`src/sv/iadec_pkg.sv`:
```
// ----------------------------------------------------------------------------
// iadec_pkg
// Opcodes, character and BCD codes for the integer ALU to decimal ASCII block.
// ----------------------------------------------------------------------------
package iadec_pkg;

	typedef logic [1:0] opcode_t;
	typedef logic [7:0] char_t;

	localparam opcode_t OP_ADD = 2'd0;
	localparam opcode_t OP_SUB = 2'd1;
	localparam opcode_t OP_MUL = 2'd2;
	localparam opcode_t OP_DIV = 2'd3;

	localparam char_t CHAR_ZERO  = 8'h30;
	localparam char_t CHAR_MINUS = 8'h2D;
	localparam char_t CHAR_NUL   = 8'h00;

	localparam logic [3:0] BCD_ADJ_MIN = 4'd5;
	localparam logic [3:0] BCD_ADJ     = 4'd3;
	localparam logic [3:0] BCD_MAX     = 4'd9;

endpackage

```
`src/sv/int_alu_to_decimal_ascii_top.sv`:
```
// ----------------------------------------------------------------------------
// int_alu_to_decimal_ascii_top
// Signed integer ALU with serial decimal ASCII output.
// ----------------------------------------------------------------------------
// Command channel (cmd_valid/cmd_ready) takes opcode, operand_a, operand_b.
// Character channel (char_valid/char_ready) returns one transaction per
// character, most significant first, '-' leading for negatives unless the
// digits fill all MAX_CHARS places, last_char set on the final one.
// Divide by zero returns a single NUL with status 1. Operands are
// sign-extended from 32 bits, then cut to DATA_WIDTH bits.
// Characters go out one per cycle when the receiver takes them.
// Multiply is shift-add and divide is restoring, one bit per cycle; the
// decimal conversion is a double-dabble shifter, one bit per cycle. Both
// loops run over DATA_WIDTH bits.
// One command is in work at a time; cmd_ready is high only when idle.
// The character register decouples the output: when the receiver stalls the
// block holds the current character and waits. The last character may still
// wait in that register while the next command is accepted.
// Reset clears the control state and drops char_valid.
// ----------------------------------------------------------------------------
module int_alu_to_decimal_ascii_top #(
	parameter int DATA_WIDTH = 32,
	parameter int MAX_CHARS  = 11
) (
	input  logic        clk,
	input  logic        arst_n,
	input  logic        cmd_valid,
	output logic        cmd_ready,
	input  logic [1:0]  opcode,
	input  logic signed [31:0] operand_a,
	input  logic signed [31:0] operand_b,
	output logic        char_valid,
	input  logic        char_ready,
	output logic [7:0]  out_char,
	output logic        last_char,
	output logic        status
);

	localparam int W  = DATA_WIDTH;
	localparam int IW = $clog2(MAX_CHARS);
	localparam int CW = $clog2(MAX_CHARS + 1);
	localparam int NW = $clog2(DATA_WIDTH);

	localparam logic [2:0] ST_IDLE = 3'd0;
	localparam logic [2:0] ST_CALC = 3'd1;
	localparam logic [2:0] ST_FIX  = 3'd2;
	localparam logic [2:0] ST_MAG  = 3'd3;
	localparam logic [2:0] ST_CONV = 3'd4;
	localparam logic [2:0] ST_LEN  = 3'd5;
	localparam logic [2:0] ST_EMIT = 3'd6;
	localparam logic [2:0] ST_ERR  = 3'd7;

	logic [2:0]             state_q;
	iadec_pkg::opcode_t     op_q;
	logic                   qneg_q;
	logic                   neg_q;
	logic [NW-1:0]          cnt_q;
	logic [W-1:0]           acc_q;
	logic [W-1:0]           x_q;
	logic [W-1:0]           y_q;
	logic [W-1:0]           res_q;
	logic [3:0]             bcd_q [MAX_CHARS];
	logic                   ovf_q;
	logic [CW-1:0]          ndig_q;
	logic                   minus_q;
	logic [IW-1:0]          pos_q;

	logic                   char_valid_q;
	iadec_pkg::char_t       out_char_q;
	logic                   last_char_q;
	logic                   status_q;

	logic [63:0]            a_ext;
	logic [63:0]            b_ext;
	logic [W-1:0]           a_w;
	logic [W-1:0]           b_w;
	logic [W-1:0]           a_mag;
	logic [W-1:0]           b_mag;
	logic [W-1:0]           rem_sh;
	logic                   rem_ge;
	logic [W-1:0]           acc_nx;
	logic [W-1:0]           x_nx;
	logic [3:0]             bcd_adj [MAX_CHARS];
	logic [3:0]             bcd_nx [MAX_CHARS];
	logic [CW-1:0]          nd;
	logic                   has_minus;
	logic                   out_free;
	logic                   cmd_fire;
	logic                   emit_ld;
	iadec_pkg::char_t       emit_char;

	assign cmd_ready  = (state_q == ST_IDLE);
	assign cmd_fire   = cmd_valid && cmd_ready;
	assign out_free   = !char_valid_q || char_ready;
	assign char_valid = char_valid_q;
	assign out_char   = out_char_q;
	assign last_char  = last_char_q;
	assign status     = status_q;

	assign a_ext = {{32{operand_a[31]}}, operand_a};
	assign b_ext = {{32{operand_b[31]}}, operand_b};
	assign a_w   = a_ext[W-1:0];
	assign b_w   = b_ext[W-1:0];
	assign a_mag = a_w[W-1] ? (~a_w + W'(1)) : a_w;
	assign b_mag = b_w[W-1] ? (~b_w + W'(1)) : b_w;

	// one shift-add or one restoring-divide step
	assign rem_sh = {acc_q[W-2:0], x_q[W-1]};
	assign rem_ge = (rem_sh >= y_q);

	always_comb begin
		if (op_q == iadec_pkg::OP_MUL) begin
			acc_nx = y_q[0] ? (acc_q + x_q) : acc_q;
			x_nx   = {x_q[W-2:0], 1'b0};
		end else begin
			acc_nx = rem_ge ? (rem_sh - y_q) : rem_sh;
			x_nx   = {x_q[W-2:0], rem_ge};
		end
	end

	// double dabble: add 3 to digits of 5 or more, then shift one bit in
	always_comb begin
		for (int i = 0; i < MAX_CHARS; i++) begin
			bcd_adj[i] = (bcd_q[i] >= iadec_pkg::BCD_ADJ_MIN) ?
				(bcd_q[i] + iadec_pkg::BCD_ADJ) : bcd_q[i];
		end
		bcd_nx[0] = {bcd_adj[0][2:0], x_q[W-1]};
		for (int i = 1; i < MAX_CHARS; i++) begin
			bcd_nx[i] = {bcd_adj[i][2:0], bcd_adj[i-1][3]};
		end
	end

	// text wider than the buffer keeps all MAX_CHARS low digits
	always_comb begin
		nd = '0;
		for (int i = 0; i < MAX_CHARS; i++) begin
			if (bcd_q[i] != 4'd0) begin
				nd = CW'(i + 1);
			end
		end
		if (nd == '0) begin
			nd = CW'(1);
		end
		if (ovf_q) begin
			nd = CW'(MAX_CHARS);
		end
		has_minus = neg_q && (nd != CW'(MAX_CHARS));
	end

	always_comb begin
		if (minus_q && (CW'(pos_q) == ndig_q)) begin
			emit_char = iadec_pkg::CHAR_MINUS;
		end else begin
			emit_char = iadec_pkg::CHAR_ZERO + {4'd0, bcd_q[pos_q]};
		end
	end

	assign emit_ld = (state_q == ST_EMIT) && out_free;

	always_ff @(posedge clk or negedge arst_n) begin
		if (!arst_n) begin
			state_q <= ST_IDLE;
		end else begin
			case (state_q)
				ST_IDLE: begin
					if (cmd_fire) begin
						case (opcode)
							iadec_pkg::OP_ADD, iadec_pkg::OP_SUB: state_q <= ST_MAG;
							iadec_pkg::OP_MUL: state_q <= ST_CALC;
							iadec_pkg::OP_DIV: state_q <= (b_w == '0) ? ST_ERR : ST_CALC;
							default: state_q <= ST_IDLE;
						endcase
					end
				end
				ST_CALC: begin
					if (cnt_q == '0) begin
						state_q <= ST_FIX;
					end
				end
				ST_FIX: state_q <= ST_MAG;
				ST_MAG: state_q <= ST_CONV;
				ST_CONV: begin
					if (cnt_q == '0) begin
						state_q <= ST_LEN;
					end
				end
				ST_LEN: state_q <= ST_EMIT;
				ST_EMIT: begin
					if (out_free && (pos_q == '0)) begin
						state_q <= ST_IDLE;
					end
				end
				ST_ERR: begin
					if (out_free) begin
						state_q <= ST_IDLE;
					end
				end
				default: state_q <= ST_IDLE;
			endcase
		end
	end

	always_ff @(posedge clk) begin
		case (state_q)
			ST_IDLE: begin
				if (cmd_fire) begin
					op_q   <= opcode;
					qneg_q <= a_w[W-1] ^ b_w[W-1];
					acc_q  <= '0;
					cnt_q  <= NW'(W - 1);
					case (opcode)
						iadec_pkg::OP_ADD: res_q <= a_w + b_w;
						iadec_pkg::OP_SUB: res_q <= a_w - b_w;
						iadec_pkg::OP_MUL: begin
							x_q <= a_w;
							y_q <= b_w;
						end
						default: begin
							x_q <= a_mag;
							y_q <= b_mag;
						end
					endcase
				end
			end
			ST_CALC: begin
				acc_q <= acc_nx;
				x_q   <= x_nx;
				y_q   <= (op_q == iadec_pkg::OP_MUL) ? {1'b0, y_q[W-1:1]} : y_q;
				cnt_q <= cnt_q - NW'(1);
				if (cnt_q == '0) begin
					res_q <= (op_q == iadec_pkg::OP_MUL) ? acc_nx : x_nx;
				end
			end
			ST_FIX: begin
				if ((op_q == iadec_pkg::OP_DIV) && qneg_q) begin
					res_q <= ~res_q + W'(1);
				end
			end
			ST_MAG: begin
				neg_q <= res_q[W-1];
				x_q   <= res_q[W-1] ? (~res_q + W'(1)) : res_q;
				cnt_q <= NW'(W - 1);
				ovf_q <= 1'b0;
				for (int i = 0; i < MAX_CHARS; i++) begin
					bcd_q[i] <= 4'd0;
				end
			end
			ST_CONV: begin
				bcd_q <= bcd_nx;
				ovf_q <= ovf_q || bcd_adj[MAX_CHARS-1][3];
				x_q   <= {x_q[W-2:0], 1'b0};
				cnt_q <= cnt_q - NW'(1);
			end
			ST_LEN: begin
				ndig_q  <= nd;
				minus_q <= has_minus;
				pos_q   <= has_minus ? IW'(nd) : IW'(nd - CW'(1));
			end
			ST_EMIT: begin
				if (out_free) begin
					pos_q <= pos_q - IW'(1);
				end
			end
			default: ;
		endcase
	end

	always_ff @(posedge clk or negedge arst_n) begin
		if (!arst_n) begin
			char_valid_q <= 1'b0;
		end else if (emit_ld || ((state_q == ST_ERR) && out_free)) begin
			char_valid_q <= 1'b1;
		end else if (char_ready) begin
			char_valid_q <= 1'b0;
		end
	end

	always_ff @(posedge clk) begin
		if (emit_ld) begin
			out_char_q  <= emit_char;
			last_char_q <= (pos_q == '0);
			status_q    <= 1'b0;
		end else if ((state_q == ST_ERR) && out_free) begin
			out_char_q  <= iadec_pkg::CHAR_NUL;
			last_char_q <= 1'b1;
			status_q    <= 1'b1;
		end
	end

	a_cmd_starts: assert property (@(posedge clk) disable iff (!arst_n)
		cmd_fire |=> (state_q != ST_IDLE))
		else $error("command accepted but block stayed idle");

	a_err_char: assert property (@(posedge clk) disable iff (!arst_n)
		(char_valid && status) |-> (last_char && (out_char == iadec_pkg::CHAR_NUL)))
		else $error("error transaction is not a single NUL");

	a_ok_char: assert property (@(posedge clk) disable iff (!arst_n)
		(char_valid && !status) |->
		(((out_char >= iadec_pkg::CHAR_ZERO) &&
		(out_char <= (iadec_pkg::CHAR_ZERO + 8'd9))) ||
		(out_char == iadec_pkg::CHAR_MINUS)))
		else $error("character is neither a digit nor a minus sign");

	a_pos_range: assert property (@(posedge clk) disable iff (!arst_n)
		(state_q == ST_EMIT) |-> (CW'(pos_q) <= ndig_q))
		else $error("emit position beyond the text");

	a_digit_range: assert property (@(posedge clk) disable iff (!arst_n)
		(state_q == ST_LEN) |-> (bcd_q[0] <= iadec_pkg::BCD_MAX))
		else $error("low decimal digit out of range");

endmodule
```
`config.mk`:
```
export PLATFORM = sky130hd
export DESIGN_NAME = int_alu_to_decimal_ascii_top
export DESIGN_NICKNAME = d
export VERILOG_FILES = /design/src/sv/iadec_pkg.sv /design/src/sv/int_alu_to_decimal_ascii_top.sv
export SDC_FILE = /design/constraint.sdc
export NUM_CORES = 1
export LEC_CHECK = 0
export BUFFER_PORTS_ARGS = -buffer_cell sky130_fd_sc_hd__buf_2
export CORE_AREA = 4 4 187 189
export CTS_BUF_LIST = sky130_fd_sc_hd__clkbuf_4 sky130_fd_sc_hd__clkbuf_8
export DETAILED_ROUTE_END_ITERATION = 10
export DIE_AREA = 0 0 191 193
export GPL_ROUTABILITY_DRIVEN = 0
export PLACE_DENSITY = 0.72
export SYNTH_ARGS = -nofsm -noshare
export SYNTH_HDL_FRONTEND = slang
export SYNTH_SLANG_ARGS = --single-unit
export TNS_END_PERCENT = 20
```
`constraint.sdc`:
```
create_clock -name clk -period 9.4 [get_ports clk]
set_input_delay 2.35 -clock clk [delete_from_list [all_inputs] [get_ports clk]]
set_output_delay 2.35 -clock clk [all_outputs]
set_load 0.03 [all_outputs]
```
==> impl_metrics.tcl <==
set metrics [dict create \
    outcome "finished, final reports clean" \
    synth_top_cell_by_area "edfxtp_1" \
    ys_types 81 \
    numCtsBuffers 39 \
    port_buffers 79 \
    clockBufferDepth 3 \
    netlist.area_leader.share 0.3273 \
    drt-wirelength-per-cell_um 20.07 \
    root_buffer "clkbuf_8" \
    syn_area_per_cell_um2 8.672 \
    drv_slew 0 \
    syn_to_final_growth_pct 9.263 \
    start_util 0.5459 \
    diodes 0 \
    wirelength_um 52730 \
    dpl_cell_area_um2 18990 \
    yosys_warnings 0 \
    postCtsSetupRepairBufs 0 \
    peakVddDrop_v 0.0001936 \
    grt_pass1_vias 15440 \
    p_total_mw 6.444 \
    max_freq_mhz 151.1 \
    cellPowerDensity_nw_per_um2 324.6 \
    setup_viol 0 \
    leakage_nw 7.885 \
    pwr-share-clk 0.155 \
    die_area_um2 36860 \
    design_area_um2 19850 \
    layout.nets 2350 \
    ys.flop_type "edfxtp_1" \
    maxCapViolCount 0 \
    rsz0062_at_grt "false" \
    ys_seq_area_frac 0.3339 \
    core_area_um2 33280 \
    critPathMaxFanout 6 \
    die_x_um 191 \
    endpoint_kind "flip-flop" \
    drtIter0Drc 1627 \
    vias 16350 \
    final_antenna_net_count 0 \
    post_cts_resize_count 0 \
    grt_max_degree 68 \
    worst_slack_ns 2.780 \
    p_int_mw 3.486 \
    cp.arrival_ns 6.96 \
    vias_per_cell 6.223 \
    skew_ns 0.04128 \
    grt_use_total 0.2812 \
    dpl.hpwl_um 40130 \
    finalSetupTns_ns 0 \
    die_h_um 193 \
    holdBufCountCts 0 \
    power_frac_seq 0.295 \
    finalCritPeriodShare 0.7042 \
    netlist_area_um2 18170 \
    antenna_found_initial 0 \
    tightestPinTransition_ns 1.200 \
    grt_pass1_wl_um 83060 \
    final_cell_mix "nand2_1 (232), nor2_1 (211), edfxtp_1 (198)" \
    overflow 0 \
    start_kind "input port" \
    async_flop_share 0.01970 \
    hp-class "reg -> reg" \
    period_minus_slack_ns 6.620 \
    cp.required_ns 9.74 \
    rows 67 \
    combPwrFrac 0.550 \
    place_ws_ns 2.265 \
    path_clk_slew_ns 0.06 \
    swShare 0.4590 \
    route.detailed.drc 0 \
    p_sw_mw 2.957 \
    postSynthCellCount 2095 \
    hold_viol 0 \
    drt-pass1-iter-count 8 \
    cts_tree "yes" \
    final_common_cell "nand2_1" \
    critPathKind "in -> reg" \
    drive_gt1_frac 0.09821 \
    ys_top_cells_by_area "edfxtp_1 (33%), ha_1 (8.6%), xnor2_1 (6.4%)" \
    max-slew-margin-rel 0.1978 \
    clock-sinks 203 \
    pin_count 82 \
    clkLatencyLatePin_ns 0.60 \
    synth_edf_count 198 \
    ys_ff_latch 203 \
    cts_max_level 2 \
]
[cell families after synthesis]
| family | Yosys count | share of synthesized area |
|---|---|---|
| mux | 46 | 0.03182 |
| other cells | 1 | 0.0002064 |
| buf+inv | 175 | 0.03691 |
| flops | 203 | 0.3339 |
| simple gates | 697 | 0.1771 |
| xor+xnor | 243 | 0.1176 |
| fa+ha+maj | 128 | 0.08939 |
| compound gates | 602 | 0.2132 |
[worst max-delay path, stage by stage]
cell and delay, ns:
buf_2 0.13, or3_1 0.40, or3_1 0.39, or3_1 0.37, nor3_1 0.20, nor2_1 0.08, xnor2_1 0.13, ha_1 0.37
and4_1 0.29, nand2_1 0.09, a211oi_1 0.20, o22ai_1 0.20, o21ai_0 0.49, a31oi_1 0.21, a21boi_0 0.40, a21oi_1 0.16
and2_1 0.19, a211o_1 0.28
[final cells by class]
type                            instances  area [um2]
Clock inverter                         23       279.0
Inverter                               93       349.1
Sequential cell                       203        6066
Tap cell                              448       560.5
Multi-Input combinational cell       1718       11480
Clock buffer                           45       581.8
Timing Repair Buffer                   97       530.5
Fill cell                            2948       13430
[routing by layer]
metal,global-route usage,vias up,routed length (um)
li1,-,7785,-
met1,0.4000,7703,22890
met2,0.4311,768,22700
met3,0.07004,92,5691
met4,0.07680,0,1451
met5,0,-,0
[per-stage QoR]
stage,util,hold WS (ns),std cells
floorplan,-,0.4989,2096
global placement,0.5706,0.4620,2559
detailed placement,0.5706,0.4779,2559
CTS,0.5965,0.4897,2627
global route,0.5965,0.5114,2627
finish,0.5965,0.4870,2627
[worst paths after layout]
path | to | cells after the start | slack, ns | start
worst max-delay path | res_q[28]$_DFFE_PP_ | 18 | 2.78 | operand_b[2]
worst min-delay path | status$_SDFFE_PP0P_ | 1 | 0.49 | status$_SDFFE_PP0P_
worst max register to register | x_q[0]$_DFFE_PP_ | 14 | 4.34 | x_q[31]$_DFFE_PP_
worst min register to register | status$_SDFFE_PP0P_ | 1 | 0.49 | status$_SDFFE_PP0P_
max in group asynchronous | state_q[1]$_DFFE_PN0P_ | 1 | 7.72 | arst_n
min in group asynchronous | char_valid$_DFFE_PN0P_ | 1 | 1.57 | arst_n
[synthesized netlist by cell type, types with 49 or more instances]
library cell	number
a21o_1	54
xor2_1	110
clkbuf_1	66
o21ai_0	154
a21oi_1	148
edfxtp_1	198
nor2_1	214
nand2_1	233
inv_1	90
nor3_1	49
ha_1	125
xnor2_1	132
[power by group through the flow]
stage	clock network (mW)	logic (mW)	registers, mW
2_1_floorplan	0	2.68	1.76
3_3_place_gp	0	3.36	1.88
3_5_place_dp	0	3.45	1.89
4_1_cts	1.02	3.48	1.88
5_1_grt	1.06	3.90	1.93
6_report	1.00	3.54	1.90
[sequential cells by signal, indices dropped and copies added (netlist names), 3 cells and up]
signal    cells
pos_q         4
x_q          32
out_char      6
bcd_q        44
cnt_q         5
y_q          32
acc_q        32
ndig_q        4
state_q       3
res_q        32
(Power assumes the default switching activity.)
